File: src/rtl/assert_macros.svh
// Assertion helpers
`ifndef ASSERT_MACROS_SVH
`define ASSERT_MACROS_SVH
`ifndef SYNTHESIS
`define ASSERT_IMPL(label, clk, rstn, prop) \
  label: assert property (@(posedge clk) disable iff (!rstn) prop) else $error("assertion failed");
`define ASSERT_NEVER(label, clk, rstn, expr) \
  label: assert property (@(posedge clk) disable iff (!rstn) !(expr)) else $error("never failed");
`else
`define ASSERT_IMPL(label, clk, rstn, prop)
`define ASSERT_NEVER(label, clk, rstn, expr)
`endif
`endif

File: src/rtl/mlfq_pkg.sv
`timescale 1ns / 1ps
package mlfq_pkg;
  localparam int MaxProcsDef = 16;
  localparam int LevelCount = 3;
  localparam logic [15:0] TimeLimit = 16'hFFFF;
  localparam logic [7:0] Q0Reset = 8'd2;
  localparam logic [7:0] Q1Reset = 8'd4;
  localparam logic [7:0] Q2Reset = 8'd8;

  localparam logic [1:0] CfgQ0 = 2'd0;
  localparam logic [1:0] CfgQ1 = 2'd1;
  localparam logic [1:0] CfgQ2 = 2'd2;

  localparam logic [2:0] StLoaded = 3'd0;
  localparam logic [2:0] StFull = 3'd1;
  localparam logic [2:0] StIdle = 3'd2;
  localparam logic [2:0] StRun = 3'd3;
  localparam logic [2:0] StDone = 3'd4;

  localparam logic OpLoad = 1'b0;

  typedef struct packed {
    logic [15:0] a;
    logic [15:0] b;
  } sub_req_t;
endpackage

File: src/rtl/mlfq_alu.sv
`timescale 1ns / 1ps
module mlfq_alu (
  input  mlfq_pkg::sub_req_t req_i,
  output logic [16:0]        diff_o,
  output logic               lt_o
);
  import mlfq_pkg::*;
  assign diff_o = {1'b0, req_i.a} - {1'b0, req_i.b};
  assign lt_o = diff_o[16];
endmodule

File: src/rtl/mlfq_three_level_scheduler.sv
`timescale 1ns / 1ps
// Three-level feedback-queue scheduler.
// Input: start with operation_i; accepted when start is high and busy low.
// op 0 loads tag, arrival and burst into the next table slot; op 1 runs one
// scheduling step: admit arrivals, dispatch the head of the highest busy
// level for min(remaining, quantum), admit again, requeue or finish.
// Each transaction yields one result, shown for one cycle with done_o high.
// A step scans the loaded slots twice through one shared subtract/compare
// unit. The result strobe comes in the cycle after the last busy cycle,
// and the next item can be taken at the edge that ends the strobe cycle.
// Configuration: cfg_we_i, cfg_idx_i, cfg_data_i write quanta; the user must
// write them only while idle, which the block itself does not enforce.
// Reset clears counters, time, flags and queue pointers and loads quanta
// 2, 4, 8. The receiver cannot stall; results must be taken as shown.
`include "assert_macros.svh"
module mlfq_three_level_scheduler #(
  parameter int MAX_PROCS = mlfq_pkg::MaxProcsDef
) (
  input  logic        clk_i,
  input  logic        rst_ni,
  input  logic        start,
  output logic        busy,
  input  logic        cfg_we_i,
  input  logic [1:0]  cfg_idx_i,
  input  logic [7:0]  cfg_data_i,
  input  logic        operation_i,
  input  logic [7:0]  process_tag_i,
  input  logic [15:0] arrival_time_i,
  input  logic [15:0] burst_time_i,
  output logic        done_o,
  output logic [2:0]  status_o,
  output logic [3:0]  slot_index_o,
  output logic [7:0]  dispatched_tag_o,
  output logic [7:0]  slice_length_o,
  output logic [1:0]  level_run_o,
  output logic        finished_o,
  output logic [15:0] turnaround_o,
  output logic [15:0] waiting_o,
  output logic [15:0] time_now_o
);
  import mlfq_pkg::*;
  localparam int SW = (MAX_PROCS > 1) ? $clog2(MAX_PROCS) : 1;
  localparam int CW = $clog2(MAX_PROCS + 1);
  localparam int FAW = $clog2(LevelCount * MAX_PROCS);
  localparam logic [CW-1:0] MaxC = CW'(MAX_PROCS);
  localparam logic [SW-1:0] LastS = SW'(MAX_PROCS - 1);

  typedef enum logic [3:0] {
    S_IDLE, S_LOAD, S_SCAN, S_SCAN_RD, S_PICK, S_POP, S_RUN, S_TIME,
    S_SCAN2, S_SCAN2_RD, S_FIN, S_WAIT, S_OUT
  } state_e;

  state_e state_q;
  logic [7:0] q0_q, q1_q, q2_q;
  logic [15:0] arr_mem [MAX_PROCS];
  logic [15:0] bur_mem [MAX_PROCS];
  logic [15:0] rem_mem [MAX_PROCS];
  logic [7:0]  tag_mem [MAX_PROCS];
  logic [SW-1:0] fifo_mem [LevelCount*MAX_PROCS];
  logic [MAX_PROCS-1:0] adm_q;
  logic [SW-1:0] head_q [LevelCount];
  logic [CW-1:0] cnt_q [LevelCount];
  logic [CW-1:0] loaded_q, compl_q;
  logic [15:0] time_q;
  logic [CW-1:0] idx_q;
  logic [15:0] rd_arr_q, rd_rem_q, rd_bur_q;
  logic [7:0] rd_tag_q;
  logic [SW-1:0] slot_q;
  logic [1:0] lvl_q;
  logic [7:0] slice_q, quant_q;
  logic [15:0] turn_q;
  logic op_q;
  logic [7:0] in_tag_q;
  logic [15:0] in_arr_q, in_bur_q;
  logic [2:0] st_q;
  logic fin_q;

  sub_req_t req;
  logic [16:0] diff;
  logic lt;
  mlfq_alu u_alu (.req_i(req), .diff_o(diff), .lt_o(lt));

  always_comb begin
    req.a = 16'd0;
    req.b = 16'd0;
    case (state_q)
      S_SCAN_RD, S_SCAN2_RD: begin
        req.a = time_q;
        req.b = rd_arr_q;
      end
      S_RUN: begin
        req.a = rd_rem_q;
        req.b = {8'd0, quant_q};
      end
      S_TIME: begin
        req.a = TimeLimit - time_q;
        req.b = {8'd0, slice_q};
      end
      S_FIN: begin
        req.a = time_q;
        req.b = rd_arr_q;
      end
      S_WAIT: begin
        req.a = turn_q;
        req.b = rd_bur_q;
      end
      default: ;
    endcase
  end

  assign busy = (state_q != S_IDLE);
  logic [SW-1:0] idx_s;
  assign idx_s = idx_q[SW-1:0];

  function automatic logic [7:0] fixq(input logic [7:0] q);
    return (q == 8'd0) ? 8'd1 : q;
  endfunction

  function automatic logic [FAW-1:0] faddr(input logic [1:0] l, input logic [SW-1:0] p);
    return FAW'(int'(l) * MAX_PROCS + int'(p));
  endfunction

  function automatic logic [SW-1:0] wrap(input logic [CW:0] v);
    logic [CW:0] r;
    r = (v >= (CW+1)'(MAX_PROCS)) ? v - (CW+1)'(MAX_PROCS) : v;
    return r[SW-1:0];
  endfunction

  always_ff @(posedge clk_i) begin
    if (state_q == S_LOAD && op_q == OpLoad && loaded_q < MaxC) begin
      arr_mem[loaded_q[SW-1:0]] <= in_arr_q;
      bur_mem[loaded_q[SW-1:0]] <= in_bur_q;
      rem_mem[loaded_q[SW-1:0]] <= in_bur_q;
      tag_mem[loaded_q[SW-1:0]] <= in_tag_q;
    end
    if (state_q == S_RUN && idx_q == '1)
      rem_mem[slot_q] <= lt ? 16'd0 : diff[15:0];
    rd_arr_q <= arr_mem[(state_q == S_SCAN || state_q == S_SCAN2) ? idx_s : slot_q];
    rd_rem_q <= rem_mem[slot_q];
    rd_bur_q <= bur_mem[slot_q];
    rd_tag_q <= tag_mem[slot_q];
  end

  logic push_scan;
  assign push_scan = (state_q == S_SCAN_RD || state_q == S_SCAN2_RD) && !lt
                     && !adm_q[idx_s] && cnt_q[0] < MaxC;
  logic [1:0] req_lvl;
  assign req_lvl = (lvl_q < 2'd2) ? lvl_q + 2'd1 : 2'd2;
  logic requeue;
  assign requeue = (state_q == S_FIN) && (rd_rem_q != 16'd0)
                   && cnt_q[req_lvl] < MaxC;
  logic [SW-1:0] fifo_rd_q;

  always_ff @(posedge clk_i) begin
    if (push_scan)
      fifo_mem[faddr(2'd0, wrap({1'b0, CW'(head_q[0])} + {1'b0, cnt_q[0]}))] <= idx_s;
    else if (requeue)
      fifo_mem[faddr(req_lvl, wrap({1'b0, CW'(head_q[req_lvl])} + {1'b0, cnt_q[req_lvl]}))]
        <= slot_q;
    fifo_rd_q <= fifo_mem[faddr(lvl_q, head_q[lvl_q])];
  end

  always_ff @(posedge clk_i or negedge rst_ni) begin
    if (!rst_ni) begin
      state_q <= S_IDLE;
      q0_q <= Q0Reset;
      q1_q <= Q1Reset;
      q2_q <= Q2Reset;
      adm_q <= '0;
      for (int l = 0; l < LevelCount; l++) begin
        head_q[l] <= '0;
        cnt_q[l] <= '0;
      end
      loaded_q <= '0;
      compl_q <= '0;
      time_q <= '0;
      idx_q <= '0;
      done_o <= 1'b0;
      lvl_q <= '0;
      slot_q <= '0;
      slice_q <= '0;
      quant_q <= '0;
      turn_q <= '0;
      op_q <= 1'b0;
      st_q <= '0;
      fin_q <= 1'b0;
      in_tag_q <= '0;
      in_arr_q <= '0;
      in_bur_q <= '0;
      status_o <= '0;
      slot_index_o <= '0;
      dispatched_tag_o <= '0;
      slice_length_o <= '0;
      level_run_o <= '0;
      finished_o <= 1'b0;
      turnaround_o <= '0;
      waiting_o <= '0;
      time_now_o <= '0;
    end else begin
      done_o <= (state_q == S_OUT);
      if (cfg_we_i) begin
        case (cfg_idx_i)
          CfgQ0: q0_q <= cfg_data_i;
          CfgQ1: q1_q <= cfg_data_i;
          CfgQ2: q2_q <= cfg_data_i;
          default: ;
        endcase
      end
      if (push_scan)
        cnt_q[0] <= cnt_q[0] + 1'b1;
      if ((state_q == S_SCAN_RD || state_q == S_SCAN2_RD) && !lt && !adm_q[idx_s])
        adm_q[idx_s] <= 1'b1;
      if (requeue)
        cnt_q[req_lvl] <= cnt_q[req_lvl] + 1'b1;
      case (state_q)
        S_IDLE: begin
          if (start) begin
            op_q <= operation_i;
            in_tag_q <= process_tag_i;
            in_arr_q <= arrival_time_i;
            in_bur_q <= burst_time_i;
            slot_q <= '0;
            lvl_q <= '0;
            slice_q <= '0;
            fin_q <= 1'b0;
            turn_q <= '0;
            idx_q <= '0;
            if (operation_i == OpLoad) state_q <= S_LOAD;
            else if (compl_q >= loaded_q) begin
              st_q <= StDone;
              state_q <= S_OUT;
            end else state_q <= (loaded_q == '0) ? S_PICK : S_SCAN;
          end
        end
        S_LOAD: begin
          if (loaded_q < MaxC) begin
            slot_q <= loaded_q[SW-1:0];
            adm_q[loaded_q[SW-1:0]] <= 1'b0;
            loaded_q <= loaded_q + 1'b1;
            st_q <= StLoaded;
          end else st_q <= StFull;
          state_q <= S_OUT;
        end
        S_SCAN: state_q <= S_SCAN_RD;
        S_SCAN_RD, S_SCAN2_RD: begin
          if (idx_q + 1'b1 >= loaded_q || idx_s == LastS)
            state_q <= (state_q == S_SCAN_RD) ? S_PICK : S_FIN;
          else begin
            idx_q <= idx_q + 1'b1;
            state_q <= (state_q == S_SCAN_RD) ? S_SCAN : S_SCAN2;
          end
        end
        S_PICK: begin
          if (cnt_q[0] != '0) begin
            lvl_q <= 2'd0;
            quant_q <= fixq(q0_q);
            state_q <= S_POP;
          end else if (cnt_q[1] != '0) begin
            lvl_q <= 2'd1;
            quant_q <= fixq(q1_q);
            state_q <= S_POP;
          end else if (cnt_q[2] != '0) begin
            lvl_q <= 2'd2;
            quant_q <= fixq(q2_q);
            state_q <= S_POP;
          end else begin
            if (time_q != TimeLimit) time_q <= time_q + 1'b1;
            st_q <= StIdle;
            state_q <= S_OUT;
          end
        end
        S_POP: begin
          if (idx_q == '1) begin
            slot_q <= fifo_rd_q;
            head_q[lvl_q] <= wrap({1'b0, CW'(head_q[lvl_q])} + 1'b1);
            cnt_q[lvl_q] <= cnt_q[lvl_q] - 1'b1;
            idx_q <= '0;
            state_q <= S_RUN;
          end else idx_q <= '1;
        end
        S_RUN: begin
          if (idx_q == '1) begin
            slice_q <= lt ? rd_rem_q[7:0] : quant_q;
            idx_q <= '0;
            state_q <= S_TIME;
          end else idx_q <= '1;
        end
        S_TIME: begin
          time_q <= lt ? TimeLimit : time_q + {8'd0, slice_q};
          idx_q <= '0;
          state_q <= (loaded_q == '0) ? S_FIN : S_SCAN2;
        end
        S_SCAN2: state_q <= S_SCAN2_RD;
        S_FIN: begin
          st_q <= StRun;
          if (rd_rem_q == 16'd0) begin
            compl_q <= compl_q + 1'b1;
            fin_q <= 1'b1;
            turn_q <= diff[15:0];
            state_q <= S_WAIT;
          end else state_q <= S_OUT;
        end
        S_WAIT: begin
          turn_q <= turn_q;
          in_bur_q <= lt || diff[15:0] == 16'd0 ? 16'd0 : diff[15:0];
          state_q <= S_OUT;
        end
        S_OUT: begin
          status_o <= st_q;
          slot_index_o <= 4'(slot_q);
          dispatched_tag_o <= (st_q == StRun) ? rd_tag_q : 8'd0;
          slice_length_o <= slice_q;
          level_run_o <= (st_q == StRun) ? lvl_q : 2'd0;
          finished_o <= fin_q;
          turnaround_o <= fin_q ? turn_q : 16'd0;
          waiting_o <= fin_q ? in_bur_q : 16'd0;
          time_now_o <= time_q;
          state_q <= S_IDLE;
        end
        default: state_q <= S_IDLE;
      endcase
    end
  end

  `ASSERT_IMPL(a_done_pulse, clk_i, rst_ni, done_o |=> !done_o)
  `ASSERT_IMPL(a_busy_start, clk_i, rst_ni, (start && !busy) |=> busy)
  `ASSERT_NEVER(a_compl_le_loaded, clk_i, rst_ni, compl_q > loaded_q)
endmodule
File: config.mk
export PLATFORM = sky130hd
export DESIGN_NAME = mlfq_three_level_scheduler
export DESIGN_NICKNAME = d
export VERILOG_FILES = /design/src/rtl/mlfq_pkg.sv /design/src/rtl/mlfq_alu.sv /design/src/rtl/mlfq_three_level_scheduler.sv
export VERILOG_INCLUDE_DIRS = /design/src /design/src/rtl
export SDC_FILE = /design/constraint.sdc
export NUM_CORES = 2
export LEC_CHECK = 0
export BUFFER_PORTS_ARGS = -buffer_cell sky130_fd_sc_hd__buf_2
export CELL_PAD_IN_SITES_DETAIL_PLACEMENT = 2
export CELL_PAD_IN_SITES_GLOBAL_PLACEMENT = 2
export CORE_ASPECT_RATIO = 0.8
export CORE_UTILIZATION = 52
export CTS_BUF_LIST = sky130_fd_sc_hd__clkbuf_8
export DETAILED_ROUTE_END_ITERATION = 6
export GPL_TIMING_DRIVEN = 0
export MAX_ROUTING_LAYER = met4
export PLACE_DENSITY_LB_ADDON = 0.1
export SYNTH_ARGS = -nofsm -noshare
export SYNTH_HDL_FRONTEND = slang
export SYNTH_SLANG_ARGS = --single-unit
File: constraint.sdc
create_clock -name clk_i -period 14.03 [get_ports clk_i]
set_input_delay 1.403 -clock clk_i [delete_from_list [all_inputs] [get_ports clk_i]]
set_output_delay 1.403 -clock clk_i [all_outputs]
set_load 0.03 [all_outputs]
==> results.txt, run 1 <==
GP Congestion -> 0.919
syn nets -> 3763
Post-DP HPWL -> 149 mm
Initial Util -> 52.6%
die width -> 373 um
IO Pins -> 131
number of synthesized flops with an enable pin -> 1088
FF+latch count, synth -> 1408
Err -> [ERROR DPL-0033] detailed placement checks failed during check placement.
PortBufs -> 130
Mean Syn Cell Area -> 15.7 sq um
Synth warnings -> 0
proportion of netlist area held by the largest area contributor -> 57.0%
Row Count -> 108
status -> stopped before the end
Area contributors post-synth -> edfxtp_1 (57%), dfrtp_1 (11%), mux4_2 (9.3%)
Synth area leader -> edfxtp_1
FFs w/ async S/R, synth -> 18.5%
die height -> 299 um
Yosys cell types -> 68
ys flop type -> edfxtp_1
Failed at -> detailed placement
Mapped Cells -> 3647
Seq/Total Area, Yosys -> 70.4%
synthesized area -> 57300 sq um
## kinds of logic after synthesis
family,count (synthesis),synth area share (%)
flip-flops,1408,70.4
buffers and inverters,232,1.53
multiplexers,414,12.6
XOR/XNOR,50,0.764
AO/OA/AOI/OAI,500,5.73
adder cells (fa/ha/maj),61,1.38
AND/OR/NAND/NOR,982,7.53
## synthesized netlist by cell type (all sizes together), types with 19 or more instances
library cell / number
a211oi: 36
a21o: 22
a21oi: 102
a22oi: 37
a31oi: 51
and2: 31
and3: 27
buf: 32
clkbuf: 166
dfrtp: 257
dfxtp: 60
edfxtp: 1088
ha: 57
inv: 32
mux2: 107
mux2i: 70
mux4: 237
nand2: 473
nand3: 181
nor2: 167
nor3: 29
o21ai: 124
xnor2: 31
xor2: 19
## stage by stage
step	hold slack (ns)	instance area [sq um]
after floorplan	0.427	57300
after global placement	0.436	59800
==> run 2: changes to the inputs <==
==> config.mk (replaced) <==
export PLATFORM = sky130hd
export DESIGN_NAME = mlfq_three_level_scheduler
export DESIGN_NICKNAME = d
export VERILOG_FILES = /design/src/rtl/mlfq_pkg.sv /design/src/rtl/mlfq_alu.sv /design/src/rtl/mlfq_three_level_scheduler.sv
export VERILOG_INCLUDE_DIRS = /design/src /design/src/rtl
export SDC_FILE = /design/constraint.sdc
export NUM_CORES = 2
export LEC_CHECK = 0
export BUFFER_PORTS_ARGS = -buffer_cell sky130_fd_sc_hd__buf_2
export CORE_UTILIZATION = 40
export DETAILED_ROUTE_END_ITERATION = 6
export GPL_TIMING_DRIVEN = 0
export PLACE_DENSITY_LB_ADDON = 0.15
export SYNTH_ARGS = -nofsm -noshare
export SYNTH_HDL_FRONTEND = slang
export SYNTH_SLANG_ARGS = --single-unit
==> results.txt, run 2 <==
initial antenna violation count -> 7
Synth top cells by count -> edfxtp_1 (1088), nand2_1 (473), dfrtp_1 (257), mux4_2 (237), nand3_1 (181)
Post-DP HPWL -> 116 mm (-22%)
ratio of cells with drive above 1 in the final layout -> 20.2%
final hold slack -> 0.457 ns
Final nets -> 4121
DRC viols -> 0
die height -> 381 um (+27%)
commonest non-fill, non-tap cell in the layout -> edfxtp_1
most common cell in the synthesized netlist -> edfxtp_1
critical path type -> flop to flop
CTS sink cnt -> 1408
Fmax -> 0.145 GHz
critical path's largest stage delay -> 0.97 ns
Worst-Margin Slew -> 1.37 ns
CP Launch Type -> flop
DRT iter0 DRCs -> 3459
H-tree depth -> 4
Mapped Cells -> 3647 (unchanged)
Seq/Total Area, Yosys -> 70.4% (unchanged)
number of max-cap violations -> 0
Row Count -> 138 (+28%)
worst-path cell chain -> buf_2 -> xnor2_1 -> nor2_1 -> nand2_1 -> nand2_1 -> clkbuf_1 -> clkbuf_1 -> nand2_1 -> nand2_1 -> ha_1 -> fa_1 -> nand2b_1 -> a21oi_1 -> o21bai_1 -> a21o_1 -> a21oi_1 -> clkbuf_1 -> nand2_1 -> o21ai_1
vias in the first global route -> 33600
total die area -> 145000 sq um
CTS Hold Buffers Added -> 0
crit path time final -> 6.91 ns
worst skew pair latency -> 0.79 ns
gr ovfl total -> 0
routed length per instance -> 27.6 um
post-cts resize count -> 0
global-route wire length before repair -> 241 mm
Yosys cell types -> 68 (unchanged)
vias after detailed routing -> 34100
critical path required time -> 14.47 ns
GP Congestion -> 0.892 (-2.9%)
Max FO, Critical Path -> 16
DRT antenna net count -> 0
Layout area overhead -> 16.5%
Final Core Density -> 47.0%
syn nets -> 3763 (unchanged)
RSZ-0062 raised after global routing -> false
worst ir drop on vdd -> 0.139 mV
largest net degree at the start of global routing -> 93
TNS Setup -> 0 ns
synthesized area -> 57300 sq um (unchanged)
Initial Util -> 40.4% (-12 points)
Fin. Hold Viols -> 0
number of synthesized flops with an enable pin -> 1088 (unchanged)
Synth area leader -> edfxtp_1
vias per std cell -> 5.66
FF+latch count, synth -> 1408 (unchanged)
All-Layer GR Usage -> 23.0%
CTS Buffer Depth -> 3
clk slew on worst S/H paths -> 0.06 ns
min-delay worst type -> flop to flop
Rel. slew slack -> 6.55%
Final setup viols -> 0
proportion of netlist area held by the largest area contributor -> 57.0% (unchanged)
total CTS buffers -> 151
commonest non-fill, non-tap cells in the layout -> edfxtp_1 (1088), nand2_1 (473), dfrtp_1 (257), mux4_2 (237), clkbuf_1 (199)
status -> completed
postcts setup bufs -> 0
PwrDens -> 216 nW/um^2
die width -> 381 um (+2.0%)
PortBufs -> 130 (unchanged)
Final Skew -> 0.0284 ns
core area -> 142000 sq um
ys flop type -> edfxtp_1
FFs w/ async S/R, synth -> 18.5% (unchanged)
fin crit share -> 49.3%
Pins Over Slew Limit -> 0
CP max stage cell -> a21oi_1
cell leakage power -> 23.5 nW
CP Capture Type -> flop
Synth warnings -> 0 (unchanged)
Crit path arrival time -> 7.35 ns
DR pass1 iterations -> 6
IO Pins -> 131 (unchanged)
final WL -> 166 mm
Area contributors post-synth -> edfxtp_1 (57%), dfrtp_1 (11%), mux4_2 (9.3%)
Mean Syn Cell Area -> 15.7 sq um (unchanged)
root buf cell -> clkbuf_16
most used cell, CP -> nand2_1
TritonCTS clock tree -> yes
-- run 2: cell counts after synthesis --
Identical to the previous run, type by type.
-- run 2: layout make-up --
| type | count | area (sq um) |
|---|---|---|
| fill | 12400 | 75200 |
| inverter | 34 | 128 |
| sequential | 1408 | 40400 |
| clock buffer | 220 | 4470 |
| multi-input combinational | 2007 | 16300 |
| tap | 1890 | 2360 |
| antenna | 2 | 5.00 |
| clock inverter | 60 | 527 |
| timing repair buffer | 205 | 1870 |
| buffer | 198 | 759 |
-- run 2: final timing paths --
check / cells after the start / slack, ns / to / from
worst min register to register: 1 / 0.46 / dispatched_tag_o[2] / rd_tag_q[2]
min in group asynchronous: 1 / 0.68 / in_arr_q[3] / rst_ni
worst max register to register: 19 / 7.12 / rem_mem[14][4] / state_q[3]
worst max-delay path: 19 / 7.12 / rem_mem[14][4] / state_q[3]
worst min-delay path: 1 / 0.46 / dispatched_tag_o[2] / rd_tag_q[2]
max in group asynchronous: 3 / 11.89 / time_q[15] / rst_ni
-- run 2: worst max-delay path: cells and delay by family, from the launching register on --
kind	cells	cell delay, ns
buffers and inverters	4	1.52
DFF	1	0.35
xor gates and xnor gates	1	0.24
AOI/OAI and AO/OA	5	2.39
adders and majority gates	2	0.69
and+or+nand+nor	7	1.35
-- run 2: routing by layer --
layer	wire [um]	global-route usage [%]	up-vias
li1	-	-	14900
met1	73800	33.1	17700
met2	76300	35.3	1267
met3	12200	4.57	246
met4	4210	6.64	4
met5	26	0	-
-- run 2: cell families after synthesis --
group / count (synthesis) / share of synthesized area (%)
multiplexers: 414 / 12.6
AND/OR/NAND/NOR: 982 / 7.53
AO/OA/AOI/OAI: 500 / 5.73
adder cells (fa/ha/maj): 61 / 1.38
buffers and inverters: 232 / 1.53
XOR/XNOR: 50 / 0.764
flip-flops: 1408 / 70.4
-- run 2: metrics by stage --
stage                     worst slack [ns]  total power [mW]  area, sq um  cells
after floorplan                       9.02              8.57        57300   3647
after global placement                4.85              10.4        60400   5667
after detailed placement              7.32              10.5        61800   5741
after CTS                             7.28              14.5        66800   6021
after global routing                  6.78              15.0        66800   6022
final                                 7.12              14.4        66800   6024
-- run 2: power breakdown --
group          switching, mW  leakage, nW  internal [mW]
registers              0.583         13.7           5.36
logic                   2.87         7.27           1.62
clock network           1.67         2.46           2.33
total                   5.13         23.5           9.31
(Power assumes the default switching activity.)
